--- src/sv/bpam_pkg.sv ---
// Shared types and codes for the breakpoint address match table.
package bpam_pkg;

   localparam int ADDR_W  = 32;
   localparam int KIND_W  = 2;
   localparam int COUNT_W = 5;

   // Request kind codes as they arrive on the bus
   localparam logic [KIND_W-1:0] KIND_ADD    = 2'd0;
   localparam logic [KIND_W-1:0] KIND_REMOVE = 2'd1;
   localparam logic [KIND_W-1:0] KIND_QUERY  = 2'd2;

   typedef enum logic [1:0] {
      OP_ADD,
      OP_REMOVE,
      OP_QUERY
   } op_type;

   typedef struct packed {
      op_type            op;
      logic [ADDR_W-1:0] address;
   } item_type;

   typedef enum logic {
      ST_IDLE,
      ST_RESOLVE
   } state_type;

endpackage

--- src/sv/bpam_front.sv ---
// Front end: accepts requests, decodes the kind and queues them for the table engine.
module bpam_front (
   input  logic                     clock,
   input  logic                     reset,
   input  logic                     req_tvalid,
   output logic                     req_tready,
   input  logic [bpam_pkg::ADDR_W-1:0] req_tdata,   // [31:0] address
   input  logic [bpam_pkg::KIND_W-1:0] req_tuser,   // [1:0] kind
   output logic                     item_valid,
   input  logic                     item_ready,
   output bpam_pkg::item_type       item
);
   import bpam_pkg::*;

   localparam int DEPTH = 2;

   item_type   queue_ff [DEPTH];
   logic       wr_ptr_ff, wr_ptr_in;
   logic       rd_ptr_ff, rd_ptr_in;
   logic [1:0] fill_ff, fill_in;
   item_type   decoded;
   logic       push, pop;

   always_comb begin
      decoded.address = req_tdata;
      case (req_tuser)
         KIND_ADD:    decoded.op = OP_ADD;
         KIND_REMOVE: decoded.op = OP_REMOVE;
         KIND_QUERY:  decoded.op = OP_QUERY;
         default:     decoded.op = OP_QUERY;   // unused code behaves as a query
      endcase
   end

   assign req_tready = (fill_ff != 2'(DEPTH));
   assign item_valid = (fill_ff != 2'd0);
   assign item       = queue_ff[rd_ptr_ff];
   assign push       = req_tvalid & req_tready;
   assign pop        = item_valid & item_ready;

   always_comb begin
      wr_ptr_in = push ? ~wr_ptr_ff : wr_ptr_ff;
      rd_ptr_in = pop ? ~rd_ptr_ff : rd_ptr_ff;
      fill_in   = fill_ff + 2'(push) - 2'(pop);
   end

   always_ff @(posedge clock) begin
      if (reset) begin
         wr_ptr_ff <= 1'b0;
         rd_ptr_ff <= 1'b0;
         fill_ff   <= 2'd0;
      end else begin
         wr_ptr_ff <= wr_ptr_in;
         rd_ptr_ff <= rd_ptr_in;
         fill_ff   <= fill_in;
      end
   end

   always_ff @(posedge clock) begin
      if (push) begin
         queue_ff[wr_ptr_ff] <= decoded;
      end
   end

endmodule

--- src/sv/bpam_back.sv ---
// Table engine: parallel compare of stored addresses, then add, remove or query and result.
module bpam_back #(
   parameter int CAPACITY = 16
) (
   input  logic                clock,
   input  logic                reset,
   input  logic                item_valid,
   output logic                item_ready,
   input  bpam_pkg::item_type  item,
   output logic                rsp_tvalid,
   input  logic                rsp_tready,
   output logic [7:0]          rsp_tdata    // [0] hit, [1] full_drop, [6:2] entry_count, [7] 0
);
   import bpam_pkg::*;

   localparam int CW = $clog2(CAPACITY + 1);
   localparam int IW = (CAPACITY > 1) ? $clog2(CAPACITY) : 1;

   state_type             state_ff, state_in;
   item_type              cur_ff, cur_in;
   logic [CAPACITY-1:0]   match_ff, match_in;
   logic [ADDR_W-1:0]     table_ff [CAPACITY];
   logic [CW-1:0]         count_ff, count_in;
   logic                  rsp_valid_ff, rsp_valid_in;
   logic                  hit_ff, hit_in;
   logic                  drop_ff, drop_in;
   logic [COUNT_W-1:0]    ecount_ff, ecount_in;

   logic                  tbl_we;
   logic [IW-1:0]         tbl_wa;
   logic [ADDR_W-1:0]     tbl_wd;
   logic                  hit;
   logic [IW-1:0]         slot;
   logic [IW-1:0]         last_idx;
   logic                  out_free;

   assign rsp_tvalid = rsp_valid_ff;
   assign rsp_tdata  = {1'b0, ecount_ff, drop_ff, hit_ff};
   assign item_ready = (state_ff == ST_IDLE);
   assign out_free   = ~rsp_valid_ff | rsp_tready;

   // Addresses are distinct, so at most one match bit is set: OR the indices
   always_comb begin
      slot = '0;
      for (int i = 0; i < CAPACITY; i++) begin
         if (match_ff[i]) begin
            slot = slot | IW'(i);
         end
      end
   end

   assign hit      = |match_ff;
   assign last_idx = IW'(count_ff - CW'(1));

   always_comb begin
      state_in     = state_ff;
      cur_in       = cur_ff;
      match_in     = match_ff;
      count_in     = count_ff;
      rsp_valid_in = rsp_valid_ff & ~rsp_tready;
      hit_in       = hit_ff;
      drop_in      = drop_ff;
      ecount_in    = ecount_ff;
      tbl_we       = 1'b0;
      tbl_wa       = IW'(count_ff);
      tbl_wd       = cur_ff.address;
      case (state_ff)
         ST_IDLE: begin
            if (item_valid) begin
               cur_in = item;
               for (int i = 0; i < CAPACITY; i++) begin
                  match_in[i] = (table_ff[i] == item.address) && (CW'(i) < count_ff);
               end
               state_in = ST_RESOLVE;
            end
         end
         ST_RESOLVE: begin
            if (out_free) begin
               drop_in = 1'b0;
               case (cur_ff.op)
                  OP_ADD: begin
                     if (!hit) begin
                        if (count_ff == CW'(CAPACITY)) begin
                           drop_in = 1'b1;
                        end else begin
                           tbl_we   = 1'b1;
                           tbl_wa   = IW'(count_ff);
                           tbl_wd   = cur_ff.address;
                           count_in = count_ff + CW'(1);
                        end
                     end
                  end
                  OP_REMOVE: begin
                     // Move the last entry into the freed slot
                     if (hit) begin
                        tbl_we   = 1'b1;
                        tbl_wa   = slot;
                        tbl_wd   = table_ff[last_idx];
                        count_in = count_ff - CW'(1);
                     end
                  end
                  default: begin
                  end
               endcase
               hit_in       = hit;
               ecount_in    = COUNT_W'(count_in);
               rsp_valid_in = 1'b1;
               state_in     = ST_IDLE;
            end
         end
         default: begin
            state_in = ST_IDLE;
         end
      endcase
   end

   always_ff @(posedge clock) begin
      if (reset) begin
         state_ff     <= ST_IDLE;
         count_ff     <= '0;
         rsp_valid_ff <= 1'b0;
      end else begin
         state_ff     <= state_in;
         count_ff     <= count_in;
         rsp_valid_ff <= rsp_valid_in;
      end
   end

   always_ff @(posedge clock) begin
      cur_ff    <= cur_in;
      match_ff  <= match_in;
      hit_ff    <= hit_in;
      drop_ff   <= drop_in;
      ecount_ff <= ecount_in;
   end

   always_ff @(posedge clock) begin
      if (tbl_we) begin
         table_ff[tbl_wa] <= tbl_wd;
      end
   end

   a_count_bound: assert property (@(posedge clock) disable iff (reset)
      count_ff <= CW'(CAPACITY))
      else $error("entry count above capacity");

   a_single_match: assert property (@(posedge clock) disable iff (reset)
      state_ff == ST_RESOLVE |-> $onehot0(match_ff))
      else $error("duplicate address stored in table");

   a_drop_only_full: assert property (@(posedge clock) disable iff (reset)
      state_ff == ST_RESOLVE && out_free && drop_in
         |-> cur_ff.op == OP_ADD && !hit && count_ff == CW'(CAPACITY))
      else $error("add dropped while table had room");

endmodule

--- src/sv/breakpoint_address_match_table.sv ---
// Top level of the breakpoint address match table.
//
//  channel | direction | tdata                                   | tuser
//  req     | in        | [31:0] address                          | [1:0] kind
//  rsp     | out       | [0] hit [1] full_drop [6:2] entry_count | -
//
// Each item passes through the table engine in order: the parallel compare of
// all stored entries, then the resolve and table update; no new item is taken meanwhile.
// A two-entry queue sits between request decode and the engine; the result sits in
// an output register, so the engine moves on once the result is transferred or the
// register is free. Synchronous reset empties the queue and the table count.
module breakpoint_address_match_table #(
   parameter int CAPACITY = 16
) (
   input  logic                         clock,
   input  logic                         reset,
   input  logic                         req_tvalid,
   output logic                         req_tready,
   input  logic [bpam_pkg::ADDR_W-1:0]  req_tdata,   // [31:0] address
   input  logic [bpam_pkg::KIND_W-1:0]  req_tuser,   // [1:0] kind
   output logic                         rsp_tvalid,
   input  logic                         rsp_tready,
   output logic [7:0]                   rsp_tdata    // [0] hit, [1] full_drop, [6:2] entry_count
);
   import bpam_pkg::*;

   logic     item_valid;
   logic     item_ready;
   item_type item;

   bpam_front u_front (
      .clock      (clock),
      .reset      (reset),
      .req_tvalid (req_tvalid),
      .req_tready (req_tready),
      .req_tdata  (req_tdata),
      .req_tuser  (req_tuser),
      .item_valid (item_valid),
      .item_ready (item_ready),
      .item       (item)
   );

   bpam_back #(
      .CAPACITY (CAPACITY)
   ) u_back (
      .clock      (clock),
      .reset      (reset),
      .item_valid (item_valid),
      .item_ready (item_ready),
      .item       (item),
      .rsp_tvalid (rsp_tvalid),
      .rsp_tready (rsp_tready),
      .rsp_tdata  (rsp_tdata)
   );

endmodule
--- config.mk ---
export PLATFORM = sky130hd
export DESIGN_NAME = breakpoint_address_match_table
export DESIGN_NICKNAME = d
export VERILOG_FILES = /design/src/sv/bpam_pkg.sv /design/src/sv/bpam_front.sv /design/src/sv/bpam_back.sv /design/src/sv/breakpoint_address_match_table.sv
export SDC_FILE = /design/constraint.sdc
export NUM_CORES = 1
export LEC_CHECK = 0
export BUFFER_PORTS_ARGS = -buffer_cell sky130_fd_sc_hd__clkbuf_2
export CAP_MARGIN = 20
export CORE_ASPECT_RATIO = 1.1
export CORE_MARGIN = 5
export CORE_UTILIZATION = 55
export DETAILED_ROUTE_END_ITERATION = 8
export GPL_TIMING_DRIVEN = 0
export HOLD_SLACK_MARGIN = 0.12
export PLACE_DENSITY = 0.71
export REMOVE_ABC_BUFFERS = 1
export SYNTH_ARGS = -nofsm -noshare
export SYNTH_HDL_FRONTEND = slang
export SYNTH_SLANG_ARGS = --single-unit
--- constraint.sdc ---
create_clock -name clock -period 9.9 [get_ports clock]
set_clock_uncertainty 0.1 [all_clocks]
set_input_delay 0.495 -clock clock [delete_from_list [all_inputs] [get_ports clock]]
set_output_delay 0.495 -clock clock [all_outputs]
set_load 0.05 [all_outputs]
Word-level counts from Yosys, hierarchy flattened

Memories as Yosys holds them, arrays and structs flattened. A register that Yosys moved wholly into a read port is not among the register bits.
Cells that the tools add are included.

Bits in registers: 68
Bits in latches: 0
Memory bits (writable): 580
Bits in read-only memories: 0
Word-level logic and storage cells: 133
Memories kept: 2

Memory list:

| name             | depth | bits a word | read ports | clocked after Yosys merged registers in | write ports | line             | text |
|---|---|---|---|---|---|---|---|
| u_back.table_ff  | 16    | 32          | 17         | 0                                       | 1           | bpam_back.sv:22  | `logic [ADDR_W-1:0] table_ff [CAPACITY];` |
| u_front.queue_ff | 2     | 34          | 1          | 1                                       | 1           | bpam_front.sv:17 | `item_type queue_ff [DEPTH];` |

Add/sub/neg operators: 4
Multipliers: 0
Div/mod/pow operators: 0
Magnitude comparators: 16
Equal/unequal tests: 20
Shift-type cells: 0
Muxes and demuxes: 46
Bitwise gates (word level): 10
Reduce and logical (&&, ||, !) cells: 23

Operator list:

| kind                | count |
|---|---|
| $eq 32x32->1        | 16 |
| $mux 32             | 4 |
| $mux 4              | 12 |
| $lt 4x5->1 const A  | 8 |
| $lt 3x5->1 const A  | 4 |
| $mux 1              | 17 |
| $reduce_or 17->1    | 1 |
| $logic_and 1x1->1   | 16 |
| $reduce_or 16->1    | 1 |
| $mux 5              | 3 |
| $mux 3              | 4 |
| $lt 1x5->1 const A  | 2 |
| $lt 2x5->1 const A  | 2 |
| $pmux 5 s2          | 1 |
| $not 1->1           | 6 |
| $add 5x1->5 const B | 1 |
| $eq 5x5->1 const B  | 1 |
| $sub 5x1->5 const B | 1 |
| $eq 2x1->1 const B  | 2 |
| $logic_not 2->1     | 2 |
| $mux 2              | 2 |
| $pmux 1 s2          | 2 |
| $pmux 2 s2          | 1 |
| $reduce_and 2->1    | 2 |
| other kinds (6)     | 8 |

Longest topological paths before layout

Gate-level depths: netlist (run 1).

Depth after elaboration: 19
Gate-level depth with buffers: 10

Hierarchy

Synthesis (run 1) repeated with hierarchy kept, for this count alone.

Cell total of the unflattened synthesis: 1935
Area, all modules: 30872.1 µm²

Modules (own cells, without submodules):

| module     | instances | cells each | area an instance (µm²) |
|---|---|---|---|
| bpam_back  | 1         | 1798       | 28159.5 |
| bpam_front | 1         | 137        | 2712.6 |

Worst setup path after synthesis (run 1)

OpenSTA, ideal clock, no wires.

Path kind: register to register
Start: register u_front.fill_ff[1]
End: register u_front.fill_ff[1]
Setup time: 128 ps
Arrival time: 3666 ps
Required time: 9672 ps
Slack: 6006 ps
Stages on the path, launching flop included: 9
Clock period less this slack: 3894 ps
Path through: dfxtp_1 nor2_1 nor2_1 ha_1 inv_1 ha_1 xor2_1 xnor2_1 nor2_1

Elaborated cells between the ends (all ways): 6
Those cells by class: 2 x add/sub; 1 x eq/ne; 2 x bitwise; 1 x reduce/logical

RTL lines:

| element                | line             | text |
|---|---|---|
| start, declared        | bpam_front.sv:20 | `logic [1:0] fill_ff, fill_in;` |
| start signal, assigned | bpam_front.sv:54 | `fill_ff <= fill_in;` |
| $reduce_bool 2->1      | bpam_front.sv:35 | `assign item_valid = (fill_ff != 2'd0);` |
| $and 1x1->1            | bpam_front.sv:38 | `assign pop = item_valid & item_ready;` |
| named net u_front.pop  | bpam_front.sv:22 | `logic push, pop;` |
| $sub 2x1->2            | bpam_front.sv:43 | `fill_in = fill_ff + 2'(push) - 2'(pop);` |

The timed path passes the listed nets, and every way through them passes these cells.
A chain may end at the register's enable or synchronous reset.

Worst setup path after layout (run 1)

Start: register u_back.match_ff[5]
End: memory u_back.table_ff[14][5] (enable)

Longest elaborated chain between the ends: 15
Elaborated cells between the ends (all ways): 23
Those cells by class: 22 x mux; 1 x reduce/logical

RTL lines:

| element                | line             | text |
|---|---|---|
| start, declared        | bpam_back.sv:21  | `logic [CAPACITY-1:0] match_ff, match_in;` |
| start signal, assigned | bpam_back.sv:131 | `match_ff <= match_in;` |
| $mux 3 (3 in a row)    | bpam_back.sv:46  | `if (match_ff[i]) begin` |
| $mux 4 (8 in a row)    | bpam_back.sv:46  |  |
| $mux 4                 | bpam_back.sv:95  | `if (hit) begin` |
| $mux 4                 | n/a              |  |
| $mux 4                 | bpam_back.sv:78  | `if (out_free) begin` |
| $mux 4                 | bpam_back.sv:67  | `case (state_ff)` |
| end, declared          | bpam_back.sv:22  |  |

Parallel ways exist; a longest one is shown, timed or not.

==> results of run 1 <==
==> cells by family after synthesis <==
logic type	Yosys count	synth area share
adder cells (fa/ha/maj)	6	0.00240
AND/OR/NAND/NOR	281	0.0508
flip-flops	649	0.618
multiplexers	233	0.153
AO/OA/AOI/OAI	46	0.00815
XOR/XNOR	519	0.145
other	1	0.000120
buffers and inverters	131	0.0223
==> synthesized netlist by cell type, drive strengths merged <==
| master | number | area share |
|---|---|---|
| nor2b | 4 | 0.00080 |
| mux2 | 36 | 0.013 |
| o21bai | 1 | 0.00024 |
| clkbuf | 31 | 0.0037 |
| xnor2 | 446 | 0.12 |
| nand4b | 2 | 0.00056 |
| xor2 | 73 | 0.020 |
| nand4 | 36 | 0.0072 |
| a21oi | 22 | 0.0035 |
| nand2b | 4 | 0.00080 |
| buf | 60 | 0.014 |
| and3 | 1 | 0.00020 |
| o21ai | 13 | 0.0021 |
| edfxtp | 637 | 0.61 |
| nor4b | 1 | 0.00028 |
| o21a | 1 | 0.00024 |
| nor2 | 43 | 0.0052 |
| conb | 1 | 0.00012 |
| nor3 | 24 | 0.0038 |
| a32oi | 1 | 0.00028 |
| a31oi | 1 | 0.00020 |
| nor4bb | 2 | 0.00064 |
| or2 | 3 | 0.00060 |
| a2111oi | 1 | 0.00028 |
| a211oi | 1 | 0.00024 |
| mux2i | 37 | 0.025 |
| nor3b | 2 | 0.00048 |
| o22ai | 3 | 0.00060 |
| a22oi | 1 | 0.00024 |
| nand3 | 18 | 0.0029 |
| ha | 6 | 0.0024 |
| nor4 | 117 | 0.024 |
| dfxtp | 12 | 0.0077 |
| mux4 | 160 | 0.12 |
| nand2 | 14 | 0.0017 |
| or4 | 3 | 0.00072 |
| inv | 40 | 0.0048 |
| and2 | 3 | 0.00060 |
| or3 | 4 | 0.00080 |
| o211ai | 1 | 0.00024 |
==> state kept, by name (all words and copies together), names as in the netlist, named ones only <==
signal             cells
u_back.table_ff      512
u_front.queue_ff      68
u_back.cur_ff         34
u_back.match_ff       16
u_back.count_ff        5
u_back.ecount_ff       5
u_front.fill_ff        2
u_back.drop_ff         1
u_back.hit_ff          1
u_back.rsp_tvalid      1
u_back.state_ff        1
u_front.rd_ptr_ff      1
u_front.wr_ptr_ff      1
==> final timing paths <==
check / endpoint / start / depth (start not counted) / slack [ns]
worst max-delay path: u_back.table_ff[14][5] / u_back.match_ff[5] / 8 / 5.44
worst min-delay path: u_back.count_ff[0] / reset / 2 / 0.17
worst max register to register: u_back.table_ff[14][5] / u_back.match_ff[5] / 8 / 5.44
worst min register to register: register / u_front.rd_ptr_ff / 2 / 0.42
==> final cells by class <==
class                           instances  area share
Antenna cell                            2    0.000141
Clock buffer                           94      0.0535
Clock inverter                         27     0.00721
Inverter                               40     0.00424
Multi-Input combinational cell       1086       0.323
Sequential cell                       649       0.547
Tap cell                              744      0.0263
Timing Repair Buffer                  120      0.0384
==> worst max-delay path: cells and delay by family, from the launching register on <==
family        cells  cell delay, ns
simple gates      4            2.51
buf+inv           3            0.69
flops             1            0.44
mux               1            0.34
==> where the power goes <==
group	leakage, nW	switching [mW]	internal [mW]
clock network	1.05	1.07	1.47
registers	5.88	0.152	3.59
logic	3.65	2.12	1.14
==> metal layers <==
metal / vias up / part of all wire / global-route usage
met5: - / 0.00036 / 0
met4: 6 / 0.078 / 0.207
met3: 316 / 0.12 / 0.0806
met2: 1447 / 0.44 / 0.510
met1: 9515 / 0.36 / 0.469
li1: 7411 / - / -
==> qor.csv, run 1 <==
stage;metric;value;unit
grt;largest net degree at the start of global routing;53;
final_layout;Fillers;3994;
clock_tree;CTS resizes;0;
timing;final hold violation count;0;
critical_path;critical path class;register to register;
clock_tree;CTS tree;built;
final_layout;final net count;2010;
critical_path;worst-path cell chain;nor4_1 > nand4_1 > nor2b_4 > buf_12 > buf_12 > mux2i_1 > nor2_4 > buf_12;
final_layout;final design utilization;0.629;
pwr;Leak;10.6;nW
timing;Final Setup Violations;0;
floorplanning;Starting Density;0.557;
detailed_routing;Iter 0 DRT Violations;3244;
timing;Setup TNS;0;ns
critical_path;slowest CP cell;nand4_1;
final_layout;most frequent cells in the layout;edfxtp_1 (637), xnor2_1 (446), mux4_2 (160);
grt;vias in the first global route;17900;
timing;min cycle time layout;4.46;ns
detailed_routing;vias per std cell;6.77;
detailed_routing;post-route ant nets;0;
grt;grt total ovfl;0;
critical_path;Most Frequent Cell on Critical Path;buf_12;
final_layout;leading cell type in the layout, fill and taps excluded;edfxtp_1;
place;Place WS;5.50;ns
critical_path;Worst EP arrival;4.65;ns
place;Cell Area, Placed;32900;sq um
yosys;Post-Syn Area;31300;sq um
detailed_routing;wire per inst;38.5;microns
pwr;Max VDD drop;0.000144;V
floorplanning;die width;238;microns
timing;Final Max Slew Viols;0;
clock_tree;post-CTS setup buffers;0;
timing;Max Clock Freq;224;MHz
critical_path;Critical Path RT;10.09;ns
hold_path;min-delay worst type;primary input to register;
floorplanning;overall die height;260;microns
pwr;Final Power;9.55;mW
timing;PnR worst setup slack;5.44;ns
clock_tree;Reg clk slew, reported paths;0.06;ns
grt;first-pass GRT wire length;146;mm
detailed_routing;DR pass1 iterations;6;
clock_tree;Clock Tree Root;clkbuf_16;
final_layout;Non-Filler Instances;2762;
grt;initial antenna violation count;6;
final_layout;Design Area, Final;35400;sq um
critical_path;slowest stage delay, CP;0.80;ns
status;status;finished clean;
critical_path;Startpoint Class;register;
clock_tree;hold buffers post-CTS;33;
clock_tree;total CTS buffers;69;
yosys;Seq/Total Area, Yosys;0.618;
floorplanning;die area;61800;sq um
critical_path;Crit Path Max Fanout;21;
final_layout;Reg area;19400;sq um
yosys;post-synthesis register bit count;649;
floorplanning;boundary pin count;48;
place;I/O Buffers;46;
critical_path;CP Capture Type;register;
final_layout;area delta synth->final;13.0;%
grt;Tot GR Track Use;0.344;
yosys;Synth cell types;47;
final_layout;Multi-input gate area;11400;sq um
detailed_routing;DRC violations left;0;
timing;Fin Hold WS;0.175;ns
clock_tree;Bufs on Longest Clock Path;3;
yosys;Syn. warnings;0;
timing;Rel. slew slack;0.0779;
timing;fin crit share;0.451;
place;routability cong.;1.08;
floorplanning;row count;91;
timing;RSZ-0062 raised after global routing;no;
timing;Worst Tran Pin Value;1.37;ns
clock_tree;H-Tree Depth;3;
place;Placed Instances;2602;
final_layout;ratio of cells with drive above 1 in the final layout;0.216;
floorplanning;Placeable Area;56200;sq um
pwr;PD cells;270;nW/um^2
yosys;Syn Inst Count;1866;
detailed_routing;total number of vias;18700;
place;HPWL Detailed;79.0;mm
clock_tree;clk sinks;649;
clock_tree;Clk Latency, worst-skew pair;0.61;ns
yosys;Avg Synthesized Cell Area;16.8;sq um
flow_run;max-capacitance violation count;0;
detailed_routing;total wire length;106;mm
Note: power is estimated with default switching activity, not from simulation.
==> run 2: changes to the inputs <==
- PLACE_DENSITY: 0.71 -> 0.74
- clock period: 9.9 -> 4.05 ns (I/O delays scaled with it)
==> qor.csv, run 2 (synthesis results as in run 1) <==
stage;metric;value;unit;change
floorplanning;die area;61800;sq um;unchanged
clock_tree;Clk Latency, worst-skew pair;0.62;ns;about the same
pwr;Max VDD drop;0.000354;V;+150%
hold_path;Hold Path Origin;req_tdata[19];;
detailed_routing;vias per std cell;6.82;;+0.76%
final_layout;most frequent cells in the layout;edfxtp_1 (637), xnor2_1 (446), mux4_2 (160);;
critical_path;critical path class;register to register;;
timing;min cycle time layout;4.04;ns;-0.426 ns
timing;Rel. slew slack;0.268;;+0.190
place;Placed Instances;2599;;-0.12%
detailed_routing;DRC violations left;0;;unchanged
floorplanning;Placeable Area;56200;sq um;unchanged
final_layout;Design Area, Final;35900;sq um;+1.3%
pwr;P_sw;8.21;mW;+150%
detailed_routing;Iter 0 DRT Violations;3616;;+11%
detailed_routing;total number of vias;19100;;+2.2%
pwr;Logic pwr share;0.342;;about the same
place;routability cong.;1.03;;-4.2%
pwr;Final Power;23.4;mW;+140%
grt;grt total ovfl;0;;unchanged
clock_tree;total CTS buffers;69;;unchanged
status;status;finished clean;;
timing;fin crit share;0.996;;+0.546
detailed_routing;post-route ant nets;0;;unchanged
place;Cell Area, Placed;32800;sq um;-0.18%
clock_tree;H-Tree Depth;3;;unchanged
pwr;Reg power frac;0.391;;about the same
grt;initial antenna violation count;4;;-2
hold_path;min-delay worst type;primary input to register;;
grt;first-pass GRT wire length;145;mm;-0.15%
final_layout;Reg with most FFs;u_back.table_ff;;
clock_tree;Bufs on Longest Clock Path;3;;unchanged
grt;Tot GR Track Use;0.342;;-0.00198
pwr;internal power;15.2;mW;+140%
floorplanning;die width;238;microns;unchanged
final_layout;Largest regs;u_back.table_ff x512, u_front.queue_ff x68, u_back.cur_ff x34;;
floorplanning;Starting Density;0.557;;unchanged
timing;Max Clock Freq;248;MHz;+11%
critical_path;CP Capture Type;register;;
final_layout;Non-Filler Instances;2801;;+1.4%
detailed_routing;DR pass1 iterations;6;;unchanged
pwr;PD cells;652;nW/um^2;+140%
detailed_routing;total wire length;107;mm;+0.27%
pwr;clock share of power;0.267;;about the same
detailed_routing;wire per inst;38.1;microns;-1.1%
floorplanning;boundary pin count;48;;unchanged
critical_path;Startpoint Class;register;;
clock_tree;Reg clk slew, reported paths;0.06;ns;about the same
critical_path;Worst EP arrival;4.30;ns;-0.35 ns
hold_path;hold path depth;2;;unchanged
flow_run;max-capacitance violation count;0;;unchanged
critical_path;Crit Path Max Fanout;24;;+14%
timing;Final Max Slew Viols;0;;unchanged
clock_tree;CTS tree;built;;
pwr;Leak;10.8;nW;+1.9%
grt;vias in the first global route;18200;;+1.6%
place;HPWL Detailed;77.2;mm;-2.3%
final_layout;max reg flops;512;;unchanged
grt;largest net degree at the start of global routing;58;;+9.4%
timing;Worst Tran Pin Value;1.09;ns;-0.282 ns
final_layout;ratio of cells with drive above 1 in the final layout;0.231;;+0.0148
place;I/O Buffers;46;;unchanged
timing;Final Setup Violations;0;;unchanged
timing;final hold violation count;0;;unchanged
clock_tree;Clock Tree Root;clkbuf_16;;
timing;RSZ-0062 raised after global routing;no;;
clock_tree;clk sinks;649;;unchanged
final_layout;area delta synth->final;14.6;%;
final_layout;final net count;2046;;+1.8%
critical_path;Critical Path RT;4.31;ns;-5.78 ns
pwr;Sw Ratio;0.351;;about the same
critical_path;R2R cell count;6;;-2
final_layout;leading cell type in the layout, fill and taps excluded;edfxtp_1;;
floorplanning;row count;91;;unchanged
floorplanning;overall die height;260;microns;unchanged
run 2: cell count changes in the layout (fill, tap and decap cells not counted), sizes merged, moves of 2 or more:
cell,before,now
clkinv,20,24
dlygate4sd3,33,38
inv,41,43
clkinvlp,1,4
buf,40,70
clkbuf,141,136
run 2: layout make-up:
cell class | instances | area (sq um)
multi-input cells | 1087 | 11500
fillers | 3993 | 20400
clock inverters | 36 | 319
flip-flops and latches | 649 | 19400
clock buffers | 89 | 1880
diodes | 1 | 2.50
repair buffers | 155 | 1740
inverters | 40 | 150
well taps | 744 | 931
run 2: worst paths after layout:
check | to | slack [ns]
worst min register to register | register | 0.42
worst min-delay path | u_front.queue_ff[1][19] | 0.21
worst max-delay path | u_back.match_ff[1] | 0.01
worst max register to register | u_back.match_ff[1] | 0.01
run 2: metrics by stage:
step	setup TNS, ns	hold WS, ns	util	setup WS [ns]
after floorplan	-5650.73	0.172	-	-6.69
after global placement	-	0.291	0.568	-12.91
after detailed placement	-8.60	0.295	0.584	-0.508
after CTS	0	0.194	0.635	0.00409
after global routing	0	0.215	0.638	0.00451
final	0	0.208	0.638	0.0147
run 2: what timing repair did:
item                       CTS  global route
setup endpoints to repair  186            81
pin swaps                   11             1
hold buffers                38             0
hold endpoints to repair    91             0
resized for setup            7             0
setup buffers               17            17
cloned                       0             1
run 2: metal layers:
layer | routed length (microns) | part of all wire | vias up | track usage
met2 | 47500 | 0.44 | 1562 | 0.515
met5 | 27 | 0.00025 | - | 0
li1 | - | - | 7495 | -
met1 | 37400 | 0.35 | 9722 | 0.460
met4 | 8660 | 0.081 | 6 | 0.212
met3 | 13200 | 0.12 | 318 | 0.0731
run 2: power groups by stage:
stage | logic, mW | clock network, mW | registers [mW]
after floorplan | 4.60 | 0 | 9.38
after global placement | 7.26 | 0 | 9.35
after detailed placement | 7.57 | 0 | 9.27
after CTS | 7.68 | 6.27 | 9.13
after global routing | 8.13 | 6.56 | 9.17
final | 8.00 | 6.25 | 9.13
run 2: worst max-delay path, stage by stage (launching register included):
cell and delay [ns]:
dfxtp_4 0.67, buf_16 0.33, mux2i_4 0.78, xnor2_1 0.29, nor4_2 0.67, nand4_1 0.34, nor4_2 0.51
